$ cat config.mk
export PLATFORM = sky130hd
export DESIGN_NAME = imhpq_ram
export DESIGN_NICKNAME = d
export VERILOG_FILES = /design/src/design/imhpq_ram.sv
export SDC_FILE = /design/constraint.sdc
export NUM_CORES = 2
export LEC_CHECK = 0
export ABC_AREA = 0
export BUFFER_PORTS_ARGS = -buffer_cell sky130_fd_sc_hd__buf_2
export CORE_MARGIN = 3
export CORE_UTILIZATION = 65
export DETAILED_ROUTE_END_ITERATION = 12
export PLACE_DENSITY_LB_ADDON = 0.3
export REMOVE_ABC_BUFFERS = 1
export SLEW_MARGIN = 20
export SYNTH_ARGS = -nofsm -noshare
export SYNTH_HDL_FRONTEND = slang
export SYNTH_SLANG_ARGS = --single-unit
$ cat constraint.sdc
create_clock -name clk -period 3.8 [get_ports clk]
set_input_delay 0.19 -clock clk [delete_from_list [all_inputs] [get_ports clk]]
set_output_delay 0.19 -clock clk [all_outputs]
set_load 0.02 [all_outputs]
$ cat src/design/imhpq_ram.sv
// Generic single-write, single-read RAM with registered read data.
// Depends on nothing.
`timescale 1ns / 1ps
`default_nettype none
module imhpq_ram #(
    parameter int WIDTH = 8,
    parameter int DEPTH = 256
) (
    input  wire logic                     clk,
    input  wire logic                     we,
    input  wire logic [$clog2(DEPTH)-1:0] waddr,
    input  wire logic [WIDTH-1:0]         wdata,
    input  wire logic [$clog2(DEPTH)-1:0] raddr,
    output logic      [WIDTH-1:0]         rdata
);

    logic [WIDTH-1:0] mem [DEPTH];

    always_ff @(posedge clk)
    begin
        if (we)
        begin
            mem[waddr] <= wdata;
        end
        rdata <= mem[raddr];
    end

endmodule
`default_nettype wire

==> run summary <==
DRT
-------------------------------------------------------------------------------------------------
Antenna Violating Nets Remaining                                                                0
Wirelength per Cell                                                                      35.05 µm
Count of routing violations after the opening detailed-route iteration                       6423
Final routed wirelength across all metal layers                                         199600 µm
Residual DRC                                                                                    0
Average via count per standard cell                                                         7.173
Drt first pass iters                                                                            6
Via count                                                                                   40860

PLACE
-------------------------------------------------------------------------------------------------
Placed instance area                                                                    82160 µm²
Post-place setup slack                                                                  0.3296 ns
Post-Place Cells                                                                             5326
Global placement routability congestion                                                    0.8842
HPWL after detailed placement                                                           116300 µm
Count of buffers from port buffering                                                           33

FINAL LAYOUT
-------------------------------------------------------------------------------------------------
Fill cell count                                                                              6401
Share of cells above drive strength 1                                                      23.51%
Highest-count cells in the layout ignoring fill and taps                             2048 x sky130_fd_sc_hd__edfxtp_1, 454 x sky130_fd_sc_hd__mux4_2, 279 x sky130_fd_sc_hd__nor2_1
Nets@finish                                                                                  3937
Share of the core filled with cells in the final layout                                    73.17%
Filler-free cell count of the finished design                                                5696
Most frequent standard cell in the layout excluding fill and tap cells               sky130_fd_sc_hd__edfxtp_1
Area added between synthesis and finish                                                    11.07%
Design area                                                                             88370 µm²

TIMING
-------------------------------------------------------------------------------------------------
Worst Hold Slack                                                                       0.07510 ns
Final critical path time including I/O delays and setup                                  2.871 ns
Clock skew                                                                             0.02882 ns
Tightest slew margin relative to the limit                                                 26.74%
Measured slew at the worst slew-check pin                                                1.096 ns
Count of endpoints failing setup in the final report                                            0
Max-slew violation count                                                                        0
Minimum setup slack in the final design                                                 0.9287 ns
Fin crit share                                                                             75.56%
Unrepaired setup endpoints after global routing                                             false
Setup TNS after final layout                                                                 0 ns
Timing-limited maximum frequency                                                        348.3 MHz
Final hold violations                                                                           0

DIE
-------------------------------------------------------------------------------------------------
Die area                                                                               126600 µm²
Core Rows                                                                                     127
Ports placed on the boundary                                                                   34
Effective utilization at floorplan                                                         65.88%
Floorplan Core Area                                                                    120800 µm²
Width of the die                                                                         355.9 µm
Vertical die dimension                                                                   355.9 µm

WORST HOLD PATH
-------------------------------------------------------------------------------------------------
Number of cells on the worst hold path                                                          1
HP Class                                                                             input pin to flop

STATUS
-------------------------------------------------------------------------------------------------
Status                                                                               finished, final reports clean

LOGIC SYNTHESIS
-------------------------------------------------------------------------------------------------
Yosys synthesis warning count                                                                   0
Flip-flop and latch count after synthesis                                                    2056
Share of flip-flops with an asynchronous set or reset after synthesis                          0%
Per-instance average area after synthesis                                               21.31 µm²
Cell area after technology mapping                                                      79560 µm²
Syn Inst Count                                                                               3733
Number of synthesized flops with an enable pin                                               2048
Seq/Total Area, Yosys                                                                      77.50%
Number of distinct library cell variants in the gate-level netlist after synthesis             55
Top FF cell, synth                                                                   sky130_fd_sc_hd__edfxtp_1

CLOCK TREE
-------------------------------------------------------------------------------------------------
CTS Sinks                                                                                    2056
Clk pin slew, worst setup/hold paths                                                      0.07 ns
Clock network latency to the later pin of the worst-skew pair                             0.80 ns
Maximum buffer depth of the clock tree                                                          3
Post CTS Setup Buffer Count                                                                     0
CTS tree                                                                                     done
Cts bufs inserted                                                                             194
H-tree depth                                                                                    4
Root cell of the clock tree                                                          sky130_fd_sc_hd__clkbuf_16

PWR
-------------------------------------------------------------------------------------------------
Leakage power summed over all cells                                                      27.50 nW
Worst vdd rail ir drop                                                                   499.9 µV
Total chip power                                                                         46.18 mW
Cell area power density                                                              522.6 nW/µm²

SETUP PATH
-------------------------------------------------------------------------------------------------
Critical-path maximum fanout                                                                    1
Cell depth of the worst flop-to-flop path                                                       6
Req. time, crit path                                                                      4.45 ns
Kind of critical path                                                                flop to flop
Data arrival time at the worst-slack endpoint                                             3.52 ns
CP Launch Type                                                                               flop
Element type at the critical path end                                                        flop

GRT
-------------------------------------------------------------------------------------------------
Initial antenna violation count                                                                15
Sum of overflow across all layers after global routing                                          0
Maximum number of pins on one net before global-route repair                                  134
Total track usage                                                                          32.26%
Global-route wire length before repair                                                  290400 µm
Number of global-route vias before repair                                                   40950

JOB
-------------------------------------------------------------------------------------------------
Number of maximum-capacitance constraint violations                                             0

synth_stat cells (4+ instances only):
| cell type | n | area share (%) |
|---|---|---|
| sky130_fd_sc_hd__o221ai_1 | 46 | 0.51 |
| sky130_fd_sc_hd__nor3_1 | 22 | 0.14 |
| sky130_fd_sc_hd__buf_12 | 8 | 0.20 |
| sky130_fd_sc_hd__o211ai_1 | 10 | 0.094 |
| sky130_fd_sc_hd__nor4_1 | 24 | 0.19 |
| sky130_fd_sc_hd__a211oi_1 | 16 | 0.15 |
| sky130_fd_sc_hd__edfxtp_1 | 2048 | 77 |
| sky130_fd_sc_hd__clkbuf_1 | 111 | 0.52 |
| sky130_fd_sc_hd__a221oi_1 | 13 | 0.14 |
| sky130_fd_sc_hd__o32ai_1 | 4 | 0.044 |
| sky130_fd_sc_hd__buf_4 | 27 | 0.25 |
| sky130_fd_sc_hd__nand2_1 | 33 | 0.16 |
| sky130_fd_sc_hd__mux2i_1 | 134 | 1.7 |
| sky130_fd_sc_hd__or2_2 | 4 | 0.031 |
| sky130_fd_sc_hd__a21oi_1 | 96 | 0.60 |
| sky130_fd_sc_hd__o22ai_1 | 28 | 0.22 |
| sky130_fd_sc_hd__nor2_1 | 282 | 1.3 |
| sky130_fd_sc_hd__mux4_2 | 454 | 13 |
| sky130_fd_sc_hd__buf_2 | 31 | 0.20 |
| sky130_fd_sc_hd__dfxtp_1 | 8 | 0.20 |
| sky130_fd_sc_hd__a22oi_1 | 133 | 1.3 |
| sky130_fd_sc_hd__nand2b_1 | 8 | 0.063 |
| sky130_fd_sc_hd__buf_8 | 13 | 0.25 |
| sky130_fd_sc_hd__nand4_1 | 10 | 0.079 |
| sky130_fd_sc_hd__o22a_1 | 5 | 0.055 |
| sky130_fd_sc_hd__buf_1 | 22 | 0.10 |
| sky130_fd_sc_hd__nand3_1 | 34 | 0.21 |
| sky130_fd_sc_hd__and2_1 | 6 | 0.047 |
| sky130_fd_sc_hd__a22o_1 | 8 | 0.088 |
| sky130_fd_sc_hd__o21ai_0 | 10 | 0.063 |
| sky130_fd_sc_hd__buf_6 | 21 | 0.30 |
| sky130_fd_sc_hd__nor2b_1 | 31 | 0.24 |
routing by layer:
| metal | vias up | track usage (%) | routed length (µm) |
|---|---|---|---|
| met3 | 549 | 7.944 | 25090 |
| met2 | 3099 | 49.63 | 95170 |
| li1 | 16050 | - | - |
| met5 | - | 0 | 65 |
| met4 | 10 | 13.88 | 9877 |
| met1 | 21150 | 45.19 | 69450 |
final timing paths:
| path | start | endpoint | slack (ns) |
|---|---|---|---|
| worst max-delay path | mem[211][5] | rdata[5] | 0.93 |
| worst min-delay path | wdata[3] | mem[94][3] | 0.08 |
| worst max register to register | mem[211][5] | rdata[5] | 0.93 |
| worst min register to register | mem[33][5] | rdata[5] | 1.12 |
registers in the layout (all words and copies together), names as in the netlist:
name / flops
mem: 2048
rdata: 8
timing repair:
action / in CTS / in global routing
endpoints found under the hold margin: 30 / 0
hold buffers: 1 / 0
gates resized for setup: 0 / 0
cell families (layout without fill, tap and decap cells):
family	after synthesis	in the layout	synth area share, %
compound gates	385	385	3.419
buf+inv	235	577	1.831
other cells	0	9	0
mux	591	591	14.62
flops	2056	2056	77.50
simple gates	466	466	2.628
worst max-delay path, cell delays in order (launching register included):
cell and delay [ns]:
sky130_fd_sc_hd__edfxtp_1 0.36, sky130_fd_sc_hd__mux4_2 0.46, sky130_fd_sc_hd__a22o_1 0.27, sky130_fd_sc_hd__a221oi_1 0.68, sky130_fd_sc_hd__o32ai_1 0.30, sky130_fd_sc_hd__nor3_1 0.54, sky130_fd_sc_hd__nor4_1 0.11
cell type report:
class	instances	area, µm²	area share, %
clock buffer	242	5214	5.900
antenna	9	22.52	0.02549
tap	1612	2017	2.282
clock inverter	118	955.9	1.082
inverter	2	7.507	0.008496
sequential	2056	61660	69.78
timing repair buffer	215	2004	2.268
multi-input combinational	1442	16490	18.66
report_power, final:
part | switching (mW) | internal, mW
clock network | 8.22 | 10.6
logic | 1.51 | 0.794
registers | 0.0584 | 25.0
(Power assumes the default switching activity.)
